`config.mk`:
```
export PLATFORM = sky130hd
export DESIGN_NAME = small_symbol_set_table_core
export DESIGN_NICKNAME = d
export VERILOG_FILES = /design/src/design/ssst_pkg.sv /design/src/design/ssst_cell.sv /design/src/design/ssst_chain.sv /design/src/design/small_symbol_set_table_core.sv
export SDC_FILE = /design/constraint.sdc
export NUM_CORES = 1
export LEC_CHECK = 0
export ABC_AREA = 0
export BUFFER_PORTS_ARGS = -buffer_cell sky130_fd_sc_hd__buf_2
export CELL_PAD_IN_SITES_DETAIL_PLACEMENT = 0
export CELL_PAD_IN_SITES_GLOBAL_PLACEMENT = 1
export CORE_MARGIN = 2
export CORE_UTILIZATION = 49
export CTS_BUF_LIST = sky130_fd_sc_hd__clkbuf_4 sky130_fd_sc_hd__clkbuf_8
export CTS_CLUSTER_SIZE = 10
export DETAILED_ROUTE_END_ITERATION = 7
export PLACE_DENSITY = 0.8
export SYNTH_ARGS = -nofsm -noshare
export SYNTH_HDL_FRONTEND = slang
export SYNTH_SLANG_ARGS = --single-unit
```
`constraint.sdc`:
```
create_clock -name clock -period 4.1 [get_ports clock]
set_input_delay 0.205 -clock clock [delete_from_list [all_inputs] [get_ports clock]]
set_output_delay 0.205 -clock clock [all_outputs]
set_load 0.01 [all_outputs]
```
`src/design/ssst_pkg.sv`:
```
package ssst_pkg;

   // Number of cells in the row (2 to 64).
   localparam int unsigned CAPACITY = 16;
   localparam int unsigned CNT_W    = $clog2(CAPACITY + 1);

   typedef enum logic {
      KIND_ADD    = 1'b0,
      KIND_DELETE = 1'b1
   } kind_type;

   typedef enum logic [2:0] {
      OUT_ADDED    = 3'd0,
      OUT_PRESENT  = 3'd1,
      OUT_DROPPED  = 3'd2,
      OUT_DELETED  = 3'd3,
      OUT_NOTFOUND = 3'd4
   } outcome_type;

   typedef struct packed {
      kind_type   kind;
      logic [7:0] symbol;
   } req_type;

   typedef struct packed {
      outcome_type outcome;
      logic [4:0]  member_count;
      logic        is_full;
      logic        is_empty;
   } rsp_type;

   // Top level to cell row: what the accepted request does to the set.
   typedef struct packed {
      logic add_go;
      logic del_go;
   } chain_ctl_type;

   // Cell row to one cell.
   typedef struct packed {
      logic occupied;
      logic append;
      logic remove;
   } cell_ctl_type;

endpackage

```
`src/design/ssst_cell.sv`:
```
module ssst_cell (
   input  logic                  clock,
   input  logic [7:0]            symbol,
   input  ssst_pkg::cell_ctl_type ctl,
   input  logic [7:0]            next_slot,
   input  logic                  hit_in,
   output logic                  hit_out,
   output logic [7:0]            slot
);

   logic [7:0] slot_ff;
   logic [7:0] slot_in;
   logic       match;

   assign match   = ctl.occupied && (slot_ff == symbol);
   assign hit_out = hit_in | match;
   assign slot    = slot_ff;

   // Load a new member, or take the neighbor's entry when a member at or
   // below this place leaves.
   always_comb begin
      slot_in = slot_ff;
      if (ctl.append) begin
         slot_in = symbol;
      end else if (ctl.remove && hit_out) begin
         slot_in = next_slot;
      end
   end

   always_ff @(posedge clock) begin
      slot_ff <= slot_in;
   end

endmodule

```
`src/design/ssst_chain.sv`:
```
module ssst_chain (
   input  logic                         clock,
   input  logic [7:0]                   symbol,
   input  logic [ssst_pkg::CNT_W-1:0]   total,
   input  ssst_pkg::chain_ctl_type      ctl,
   output logic                         hit
);

   logic [7:0]                   slot_w  [ssst_pkg::CAPACITY];
   logic [ssst_pkg::CAPACITY:0]  hit_chain;

   assign hit_chain[0] = 1'b0;
   assign hit          = hit_chain[ssst_pkg::CAPACITY];

   for (genvar i = 0; i < ssst_pkg::CAPACITY; i++) begin : g_cell
      localparam logic [ssst_pkg::CNT_W-1:0] Idx = ssst_pkg::CNT_W'(i);
      ssst_pkg::cell_ctl_type cell_ctl;
      logic [7:0]             next_slot;

      assign cell_ctl.occupied = (total > Idx);
      assign cell_ctl.append   = ctl.add_go && (total == Idx);
      assign cell_ctl.remove   = ctl.del_go;

      // The last cell has no neighbor; what it keeps lies past the count.
      if (i == ssst_pkg::CAPACITY - 1) begin : g_last
         assign next_slot = slot_w[i];
      end else begin : g_mid
         assign next_slot = slot_w[i+1];
      end

      ssst_cell u_cell (
         .clock     (clock),
         .symbol    (symbol),
         .ctl       (cell_ctl),
         .next_slot (next_slot),
         .hit_in    (hit_chain[i]),
         .hit_out   (hit_chain[i+1]),
         .slot      (slot_w[i])
      );
   end

endmodule

```
`src/design/small_symbol_set_table_core.sv`:
```
// Packed set of up to ssst_pkg::CAPACITY byte symbols in insertion order, built
// as a row of cells, one member per cell. An add request appends a new symbol
// to the first free cell, reports a duplicate as already present, and drops a
// new symbol when the set is full. A delete request removes the matching
// member; that cell and every cell above it take their upper neighbor's entry
// in the same cycle, so the set stays packed. Each request gives exactly one
// response: outcome, member count after the request (low 5 bits), and full and
// empty flags. Throughput is one request per clock unless the response stalls:
// every cell compares its entry against the symbol at once and the match
// ripples up the row as a prefix OR, so the whole update is combinational. The
// response is registered and appears in the cycle after acceptance; req_ready
// stays high while the response register is empty or being taken, so a stalled
// response holds back only the next request. No clearing pass is needed after
// reset: cells are not reset, and cells above the count are never compared.
module small_symbol_set_table_core (
   input  logic              clock,
   input  logic              reset,
   input  logic              req_valid,
   output logic              req_ready,
   input  ssst_pkg::req_type req_data,
   output logic              rsp_valid,
   input  logic              rsp_ready,
   output ssst_pkg::rsp_type rsp_data
);

   localparam logic [ssst_pkg::CNT_W-1:0] CapCount = ssst_pkg::CNT_W'(ssst_pkg::CAPACITY);

   logic [ssst_pkg::CNT_W-1:0]   total_ff;
   logic [ssst_pkg::CNT_W-1:0]   total_in;
   logic [ssst_pkg::CNT_W+4:0]   total_wide;
   logic                         rsp_valid_ff;
   logic                         rsp_valid_in;
   ssst_pkg::rsp_type            rsp_data_ff;
   ssst_pkg::rsp_type            rsp_data_in;
   ssst_pkg::outcome_type        outcome;
   ssst_pkg::chain_ctl_type      chain_ctl;
   logic                         accept;
   logic                         hit;
   logic                         full;

   assign req_ready = !rsp_valid_ff || rsp_ready;
   assign accept    = req_valid && req_ready;
   assign full      = (total_ff == CapCount);

   ssst_chain u_chain (
      .clock  (clock),
      .symbol (req_data.symbol),
      .total  (total_ff),
      .ctl    (chain_ctl),
      .hit    (hit)
   );

   // Decide the outcome and the new count; the duplicate check comes first.
   always_comb begin
      outcome           = ssst_pkg::OUT_NOTFOUND;
      total_in          = total_ff;
      chain_ctl.add_go  = 1'b0;
      chain_ctl.del_go  = 1'b0;
      case (req_data.kind)
         ssst_pkg::KIND_ADD: begin
            if (hit) begin
               outcome = ssst_pkg::OUT_PRESENT;
            end else if (full) begin
               outcome = ssst_pkg::OUT_DROPPED;
            end else begin
               outcome          = ssst_pkg::OUT_ADDED;
               total_in         = total_ff + 1'b1;
               chain_ctl.add_go = accept;
            end
         end
         ssst_pkg::KIND_DELETE: begin
            if (hit) begin
               outcome          = ssst_pkg::OUT_DELETED;
               total_in         = total_ff - 1'b1;
               chain_ctl.del_go = accept;
            end
         end
         default: begin
            outcome = ssst_pkg::OUT_NOTFOUND;
         end
      endcase
   end

   // Count field shows only the low 5 bits of the member count.
   assign total_wide = {5'd0, total_in};

   always_comb begin
      rsp_data_in.outcome      = outcome;
      rsp_data_in.member_count = total_wide[4:0];
      rsp_data_in.is_full      = (total_in == CapCount);
      rsp_data_in.is_empty     = (total_in == '0);
   end

   // Hold the response until taken; a new request may refill it the same cycle.
   always_comb begin
      rsp_valid_in = rsp_valid_ff;
      if (accept) begin
         rsp_valid_in = 1'b1;
      end else if (rsp_ready) begin
         rsp_valid_in = 1'b0;
      end
   end

   always_ff @(posedge clock) begin
      if (reset) begin
         total_ff     <= '0;
         rsp_valid_ff <= 1'b0;
      end else begin
         rsp_valid_ff <= rsp_valid_in;
         if (accept) begin
            total_ff <= total_in;
         end
      end
   end

   always_ff @(posedge clock) begin
      if (accept) begin
         rsp_data_ff <= rsp_data_in;
      end
   end

   assign rsp_valid = rsp_valid_ff;
   assign rsp_data  = rsp_data_ff;

`ifndef SYNTHESIS
   a_total_bound: assert property (@(posedge clock) disable iff (reset)
      total_ff <= CapCount)
      else $error("member count above capacity");

   a_total_hold: assert property (@(posedge clock) disable iff (reset)
      !accept |=> $stable(total_ff))
      else $error("member count changed without a request");

   a_delete_dec: assert property (@(posedge clock) disable iff (reset)
      accept && req_data.kind == ssst_pkg::KIND_DELETE && hit
      |=> total_ff + 1'b1 == $past(total_ff))
      else $error("delete of a member did not drop the count by one");

   a_rsp_after_accept: assert property (@(posedge clock) disable iff (reset)
      accept |=> rsp_valid_ff)
      else $error("accepted request produced no response");

   a_added_not_empty: assert property (@(posedge clock) disable iff (reset)
      rsp_valid_ff && rsp_data_ff.outcome == ssst_pkg::OUT_ADDED |-> !rsp_data_ff.is_empty)
      else $error("added response reports an empty set");
`endif

endmodule

```
== Word level (Yosys, flattened, before mapping) ==
Index checks and enable logic that the tools add are counted.
Storage, ports and cells
  output and inout port bits: 12
  register bits after elaboration: 144
Operators by class
  multiplexer cells: 45
  add/subtract/negate cells: 2
  equality and inequality tests: 33
  reductions and logical operators: 68
  order comparisons: 16
  bitwise gates (word level): 16
Operators with widths (count)
  8-bit 2-to-1 mux: 30
  8-bit == test: 16
  1-bit logical AND: 48
  5-bit by 4-bit == test with 1-bit output (second input constant): 8
  5-bit by 4-bit > comparator with 1-bit output (second input constant): 8
  2-bit nonzero test: 16
  5-bit by 3-bit == test with 1-bit output (second input constant): 4
  5-bit by 3-bit > comparator with 1-bit output (second input constant): 4
  5-bit 2-to-1 mux: 3
  1-bit OR: 15
  5-bit by 2-bit == test with 1-bit output (second input constant): 2
  5-bit == test (second input constant): 2
  5-bit by 1-bit > comparator with 1-bit output (second input constant): 2
  5-bit by 2-bit > comparator with 1-bit output (second input constant): 2
  5-bit logical NOT: 2
  5-bit one-hot mux with 2 select lines: 1
  1-bit 2-to-1 mux: 7
  3-bit one-hot mux with 2 select lines: 1
  5-bit by 1-bit adder with 5-bit output (second input constant): 1
  5-bit by 1-bit == test with 1-bit output (second input constant): 1
  5-bit by 1-bit subtractor with 5-bit output (second input constant): 1
  2-bit 2-to-1 mux: 2
  3-bit 2-to-1 mux: 1
  1-bit logical NOT: 1
  other kinds (2): 2

== Logic depth before layout (Yosys ltp) ==
Gate-level depths: netlist (run 1).
  word-level depth: 22
  mapped depth: 15

== By module ==
Synthesis (run 1) repeated with hierarchy kept, for this count alone.
Second synthesis, totals
  cells, all modules: 634
  area, all modules: 8401.8 um^2
By module, submodules not included
  ssst_cell: area an instance 450.4 um^2, instances 16, cells an instance 31
  small_symbol_set_table_core: area an instance 899.6 um^2, instances 1, cells an instance 83
  ssst_chain: area an instance 295.3 um^2, instances 1, cells an instance 55

== Worst setup path after synthesis (run 1) ==
No wires, ideal clock.
  path kind: register to register
  start: register total_ff[2] (netlist name)
  end: register u_chain.g_cell[11].u_cell.slot_ff[0], enable pin
  required time: 3716 ps
  arrival time: 3527 ps
  slack: 189 ps
  path buffers: 3
  cell stages (with the launch flop): 14
  cells stage by stage: dfxtp_1 clkbuf_1 clkbuf_1 and3_1 ha_1 nor4_1 a41o_1 or4_1 buf_2 nor2_2 inv_2 nor4_4 nand3_2 o21ai_0
On the way
  cells in the longest elaborated chain, start to end: 21
RTL lines
  start: declaration: RTL line small_symbol_set_table_core.sv:28  | logic [ssst_pkg::CNT_W-1:0] total_ff;
  start signal: assignment: RTL line small_symbol_set_table_core.sv:111  | total_ff <= total_in;
  5-bit by 1-bit > comparator with 1-bit output: RTL line ssst_chain.sv:20  | assign cell_ctl.occupied = (total > Idx);
  1-bit logical AND: RTL line ssst_cell.sv:15  | assign match = ctl.occupied && (slot_ff == symbol);
  1-bit OR (14 in series): RTL line ssst_cell.sv:16  | assign hit_out = hit_in | match;
  1-bit OR *: RTL line ssst_cell.sv:16
  via hit: RTL line small_symbol_set_table_core.sv:38  | logic hit;
  1-bit 2-to-1 mux, on equally long branches: RTL line small_symbol_set_table_core.sv:72, small_symbol_set_table_core.sv:61
  1-bit 2-to-1 mux: RTL line small_symbol_set_table_core.sv:59  | case (req_data.kind)
  1-bit logical AND, on equally long branches: RTL line ssst_cell.sv:25, ssst_chain.sv:21
  2-bit nonzero test (no line) *
  end signal: assignment: RTL line ssst_cell.sv:31  | slot_ff <= slot_in;
  end: declaration: RTL line ssst_cell.sv:11  | logic [7:0] slot_ff;
Mark *: on every way through the listed nets, which the timed path passes. The rest lies on a longest branch.
A chain may end at the register's enable or synchronous reset.

== Worst setup path in the final report (run 1) ==
  start: register total_ff[0] (netlist name)
  end: register u_chain.g_cell[6].u_cell.slot_ff[6] (data pin)
On the way
  cells in the longest elaborated chain, start to end: 21
RTL lines
  5-bit by 1-bit > comparator with 1-bit output: RTL line ssst_chain.sv:20
  1-bit logical AND: RTL line ssst_cell.sv:15
  1-bit OR (14 in series): RTL line ssst_cell.sv:16
  1-bit OR *: RTL line ssst_cell.sv:16
  via hit: RTL line small_symbol_set_table_core.sv:38
  1-bit 2-to-1 mux *: RTL line small_symbol_set_table_core.sv:61  | if (hit) begin
  1-bit 2-to-1 mux *: RTL line small_symbol_set_table_core.sv:59
  1-bit logical AND *: RTL line ssst_chain.sv:21  | assign cell_ctl.append = ctl.add_go && (total == Idx);
  8-bit 2-to-1 mux *: RTL line ssst_cell.sv:23  | if (ctl.append) begin
  via u_chain.g_cell[6].u_cell.slot_in[6]: RTL line ssst_cell.sv:12  | logic [7:0] slot_in;
  end signal: assignment: RTL line ssst_cell.sv:31
  end: declaration: RTL line ssst_cell.sv:11
Marked as above.

==> metrics, run 1 <==
status completed; Pre-antenna DRT Iters 5; Avg WL per Cell 20.5 um; HP Start rsp_ready; Synth Area per Inst 12.8 um^2; Num Clock Sinks 144; # port buffers 24; row count 47; CTS Root Cell clkbuf_8; Post-synth EDFFs 138; NetSw 758 uW; nets 705; final cell count without fillers 920; Net Sw Frac 24.5%; fill count 1369; clock buffer depth 2; number of antenna violations at the first check in global routing 0; hold slack 0.0604 ns; nature of the critical path endpoint flip-flop; Pleak 3.13 nW; Seq pwr share 52.7%; Fin. Hold Viols 0; Worst Tran Pin Value 1.14 ns; RSZ-0062 raised after global routing no; Worst EP required 4.31 ns; initial core utilization 50.3%; Startpoint Class flip-flop; post_cts resized 0; Die ar. 18100 um^2; combinational share of power 9.5%; most common cell in the netlist edfxtp_1; Crit Path Max Fanout 11; Setup CP Type reg -> reg; total number of vias 5393; Die Span Y 135 um; max-cap viol count 0; synth warn 0; synth unique cells 55; register bit total from synthesis 144; placed insts 885; Setup violations, final 0; final setup TNS 0 ns; reg2reg end u_chain.g_cell[6].u_cell.slot[6]; proportion of synthesized chip area in sequential cells 51.0%; Antenna Nets Post-Route 0; Synth area leader edfxtp_1; Synth top area share 49.5%; M3 GR Usage 3.27%; final WL 18900 um; first-pass GRT wire length 30100 um; Slew Limit Fails 0; RePlAce Congestion 0.900; Remaining DRCs 0; hold worst-path end rsp_valid; Top-Level Pins 25; busiest grt layer met2; drt via density 5.86; Rel. slew slack 23.4%; Hold Path Depth 3; Mapped Cells 653; gr ovfl total 0; post-DP HPWL 13600 um; Hold Path Class in -> reg; CORE AREA 16600 um^2; GR Util met1 28.5%; met2 global-route usage 37.3%; Primary FF master, synth edfxtp_1; asr flop ratio synth 0%; post-synthesis cell area 8370 um^2; RR Startpoint total_ff[0]; Clk pwr share 37.8%; fraction of layout cells with a size suffix above 1 32.9%; CTS tree done; Power per Cell Area 336 nW/um^2; GRT Util Overall 21.8%; Inserted Clock Buffers 17; clock skew 0.0129 ns; die width 135 um; H-tree levels 4; reg2reg path depth 11; Pint 2.34 mW; Worst VDD drop 215 uV; insertion delay to the later sink of the worst-skew pair 0.46 ns; number of global-route vias before repair 5443; flop-to-flop setup slack 0.23 ns; WP data arrival 4.08 ns; Final min period 3.87 ns; Inserted Diodes 0; Synth top cells by count edfxtp_1 (138), mux2_2 (121), xnor2_1 (67); Iteration-0 DRC Markers 451; Synthesized Nets 671; fin crit share 94.4%; largest net degree at the start of global routing 30; area grow syn2layout 9.90%; Synth area leaders edfxtp_1 (50%), mux2_2 (16%), xnor2_1 (7.0%); FMAX 258 MHz; Worst-path clk slew 0.08 ns
## metrics by stage
step           worst slack [ns]  util (%)  power (mW)  instance area, um^2
3_5_place_dp              0.259      52.7        1.95                 8760
3_3_place_gp              0.373      52.7        1.95                 8760
6_report                  0.231      55.2        3.09                 9190
5_1_grt                 0.00249      55.2        3.20                 9190
4_1_cts                   0.285      55.2        3.12                 9190
2_1_floorplan             0.189         -        1.87                 8370
## state kept, by name, indices dropped and copies added (netlist names)
name,count
total_ff,5
u_chain.g_cell.u_cell.slot,128
rsp_valid,1
rsp_data,10
## power by group through the flow
stage,Sequential [mW],Clock (mW),Combinational (mW)
2_1_floorplan,1.66,0,0.208
3_3_place_gp,1.66,0,0.284
3_5_place_dp,1.66,0,0.290
4_1_cts,1.63,1.19,0.293
5_1_grt,1.63,1.25,0.319
6_report,1.63,1.17,0.294
## worst max-delay path: stages (launching register included)
cell and delay (ns):
dfxtp_1 0.52, ha_1 0.46, nor3_1 0.17, o211ai_1 0.22
o31ai_1 0.16, or4_1 0.61, nor2_2 0.20, inv_2 0.08
nor4_1 0.23, buf_4 0.17, and3b_1 0.41, mux2_2 0.39
## how the worst max path moves through the flow
stage,endpoint,start,slack (ns),cells past startpoint
floorplan,u_chain.g_cell[11].u_cell.slot[0],total_ff[2],0.19,13
global placement,u_chain.g_cell[2].u_cell.slot[2],req_data[5],0.37,10
detailed placement,u_chain.g_cell[0].u_cell.slot[1],req_data[5],0.26,10
CTS,u_chain.g_cell[6].u_cell.slot[3],total_ff[0],0.29,11
global route,u_chain.g_cell[6].u_cell.slot[4],total_ff[0],0.002,11
finish,u_chain.g_cell[6].u_cell.slot[6],total_ff[0],0.23,11
## cell usage in the layout, fill, tap and decap left out, drive strengths merged, types with 3 or more instances in the layout
cell type	Yosys	layout
a211oi	5	5
a21o	4	4
a21oi	10	10
a31o	3	3
a31oi	7	7
and3	6	6
buf	32	64
bufinv	0	3
clkbuf	19	18
clkinv	1	8
dfxtp	6	6
edfxtp	138	138
ha	5	5
inv	10	12
mux2	121	121
nand2	19	19
nand3	16	16
nand4	18	18
nor2	15	15
nor2b	3	3
nor3	7	7
nor4	19	19
o211ai	5	5
o21ai	22	22
o21bai	3	3
o31ai	4	4
xnor2	67	67
xor2	62	62
## layer usage
metal	share of wire, %	routed length, um	vias up
met4	1.8	343	0
met1	44	8250	2701
met3	4.0	758	32
li1	-	-	2501
met2	50	9530	159
met5	0	0	-
## repair_timing
item,in CTS,in global routing
hold endpoints to repair,3,0
hold buffers,2,0
setup buffers,0,0
## cell families after synthesis
family                   share of synthesized area [%]
adder cells (fa/ha/maj)                          0.748
AO/OA/AOI/OAI                                     5.94
buffers and inverters                             4.26
multiplexers                                      16.4
flip-flops                                        51.0
XOR/XNOR                                          13.5
AND/OR/NAND/NOR                                   8.17
## final cells by class
type / instances / area [um^2] / share of cell area [%]
Clock buffer: 18 / 241 / 2.63
Clock inverter: 14 / 164 / 1.78
Inverter: 11 / 41.3 / 0.449
Multi-Input combinational cell: 447 / 3740 / 40.7
Sequential cell: 144 / 4260 / 46.4
Tap cell: 220 / 275 / 2.99
Timing Repair Buffer: 66 / 463 / 5.04
(Power assumes the default switching activity.)
==> inputs of run 2 (changes only) <==
--- a/config.mk
+++ b/config.mk
@@ -14,6 +14,8 @@
 export CTS_BUF_LIST = sky130_fd_sc_hd__clkbuf_4 sky130_fd_sc_hd__clkbuf_8
 export CTS_CLUSTER_SIZE = 10
 export DETAILED_ROUTE_END_ITERATION = 7
+export GPL_TIMING_DRIVEN = 1
+export MAX_ROUTING_LAYER = met4
 export PLACE_DENSITY = 0.8
 export SYNTH_ARGS = -nofsm -noshare
 export SYNTH_HDL_FRONTEND = slang
==> run 2 against run 1 <==
Final cell count did not move. Worst setup slack got worse by 0.036 ns. Non-clock buffer count did not move. Sequential share of layout area did not move. Clock skew rose by 0.0023 ns. Design area did not move. Register-to-register slack got worse by 0.04 ns. Combinational power barely moved. Total power rose by 0.17%. Critical path depth did not move. Global-route usage rose by 0.70 points.
==> metrics, run 2 (synthesized netlist as in run 1, its figures left out) <==
post-DP HPWL 13600 um (unchanged); Worst Tran Pin Value 1.14 ns (-0.000166 ns); H-tree levels 4 (unchanged); post-CTS setup buffer count 0 (unchanged); die width 135 um (unchanged); HP Start rsp_ready; clock buffer depth 2 (unchanged); Worst VDD drop 216 uV (+0.59%); Die Span Y 135 um (unchanged); Setup crit start total_ff[0]; area grow syn2layout 9.90% (unchanged); max FFs per register 128 (unchanged); total number of vias 5364 (-0.54%); CTS tree done; final setup TNS 0 ns (unchanged); Pleak 3.13 nW (unchanged); largest net degree at the start of global routing 30 (unchanged); Fin. Hold Viols 0 (unchanged); CORE AREA 16600 um^2 (unchanged); GRT Util Overall 22.5% (+0.70 points); Antenna Nets Post-Route 0 (unchanged); # port buffers 24 (unchanged); WP data arrival 4.12 ns (+0.04 ns); RR Startpoint total_ff[0]; Worst EP required 4.31 ns (about the same); RSZ-0062 raised after global routing no; Iteration-0 DRC Markers 481 (+6.7%); Die ar. 18100 um^2 (unchanged); Total Power 3.10 mW (+0.17%); insertion delay to the later sink of the worst-skew pair 0.47 ns (about the same); nature of the critical path endpoint flip-flop; RePlAce Congestion 0.915 (+1.7%); commonest non-fill, non-tap cells in the layout edfxtp_1 (138), mux2_2 (121), xnor2_1 (67); Avg WL per Cell 20.6 um (+0.33%); row count 47 (unchanged); FMAX 256 MHz (-0.93%); first-pass GRT wire length 30200 um (+0.16%); Worst-path clk slew 0.08 ns (about the same); fin crit share 95.3% (+0.89 points); Power per Cell Area 337 nW/um^2 (+0.17%); Remaining DRCs 0 (unchanged); fraction of layout cells with a size suffix above 1 32.9% (unchanged); final WL 18900 um (+0.33%); Inserted Diodes 0 (unchanged); Final min period 3.91 ns (+0.0365 ns); Num Clock Sinks 144 (unchanged); clock skew 0.0152 ns (+0.00234 ns); Startpoint Class flip-flop; Setup CP Type reg -> reg; commonest non-fill, non-tap cell in the layout edfxtp_1; Slew Limit Fails 0 (unchanged); gr ovfl total 0 (unchanged); Setup violations, final 0 (unchanged); Rel. slew slack 23.5% (about the same); number of antenna violations at the first check in global routing 0 (unchanged); nets 705 (unchanged); number of global-route vias before repair 5431 (-0.22%); status completed; Top-Level Pins 25 (unchanged); max-cap viol count 0 (unchanged); Hold Path Class in -> reg; CTS Root Cell clkbuf_8; drt via density 5.83 (-0.54%); Crit Path Max Fanout 11 (unchanged); Inserted Clock Buffers 17 (unchanged); Pre-antenna DRT Iters 5 (unchanged); initial core utilization 50.3% (unchanged)
[run 2: cell counts in the layout (fill, tap and decap cells not counted)]
No cell type changed its count.
[run 2: per-stage QoR]
step                      setup WS, ns  cells  hold WS [ns]  cell area, um^2  utilization [%]
final                            0.195    920        0.0521             9190             55.2
after global routing           0.00114    920        0.0894             9190             55.2
after CTS                        0.285    919        0.0404             9190             55.2
after detailed placement         0.259    885         0.451             8760             52.7
after global placement           0.373    885         0.450             8760             52.7
after floorplan                  0.189    653         0.274             8370                -
[run 2: layout make-up]
type	instances	area, um^2
Inverter	11	41.3
Clock buffer	18	241
Timing Repair Buffer	66	463
Clock inverter	14	164
Sequential cell	144	4260
Fill cell	1369	7450
Tap cell	220	275
Multi-Input combinational cell	447	3740
[run 2: per-layer routing]
layer,global-route usage [%],part of all wire (%),vias to the layer above
met5,-,0,-
met4,6.78,1.7,0
met3,3.42,4.0,27
met2,37.3,51,126
met1,28.6,44,2718
li1,-,-,2493
[run 2: timing repair]
| action | 4_1_cts | 5_1_grt |
|---|---|---|
| gates resized for setup | 0 | 0 |
| hold buffers | 2 | 0 |
| endpoints found under the hold margin | 3 | 0 |
[run 2: worst paths after layout]
check                           slack (ns)  depth (start not counted)                                to
worst max-delay path                  0.19                         11  u_chain.g_cell[6].u_cell.slot[4]
worst max register to register        0.19                         11  u_chain.g_cell[6].u_cell.slot[4]
worst min-delay path                  0.05                          3                         rsp_valid
worst min register to register        0.52                          2                         rsp_valid
[run 2: critical path: stages (launching register included)]
cell	delay, ns
dfxtp_1	0.53
ha_1	0.46
nor3_1	0.17
o211ai_1	0.22
o31ai_1	0.16
or4_1	0.60
nor2_2	0.20
inv_2	0.09
nor4_1	0.24
buf_4	0.17
and3b_1	0.42
mux2_2	0.39
[run 2: report_power, final]
part	internal [mW]	switching, mW
registers	1.62	0.0147
logic	0.113	0.180
clock network	0.606	0.568
total	2.34	0.763
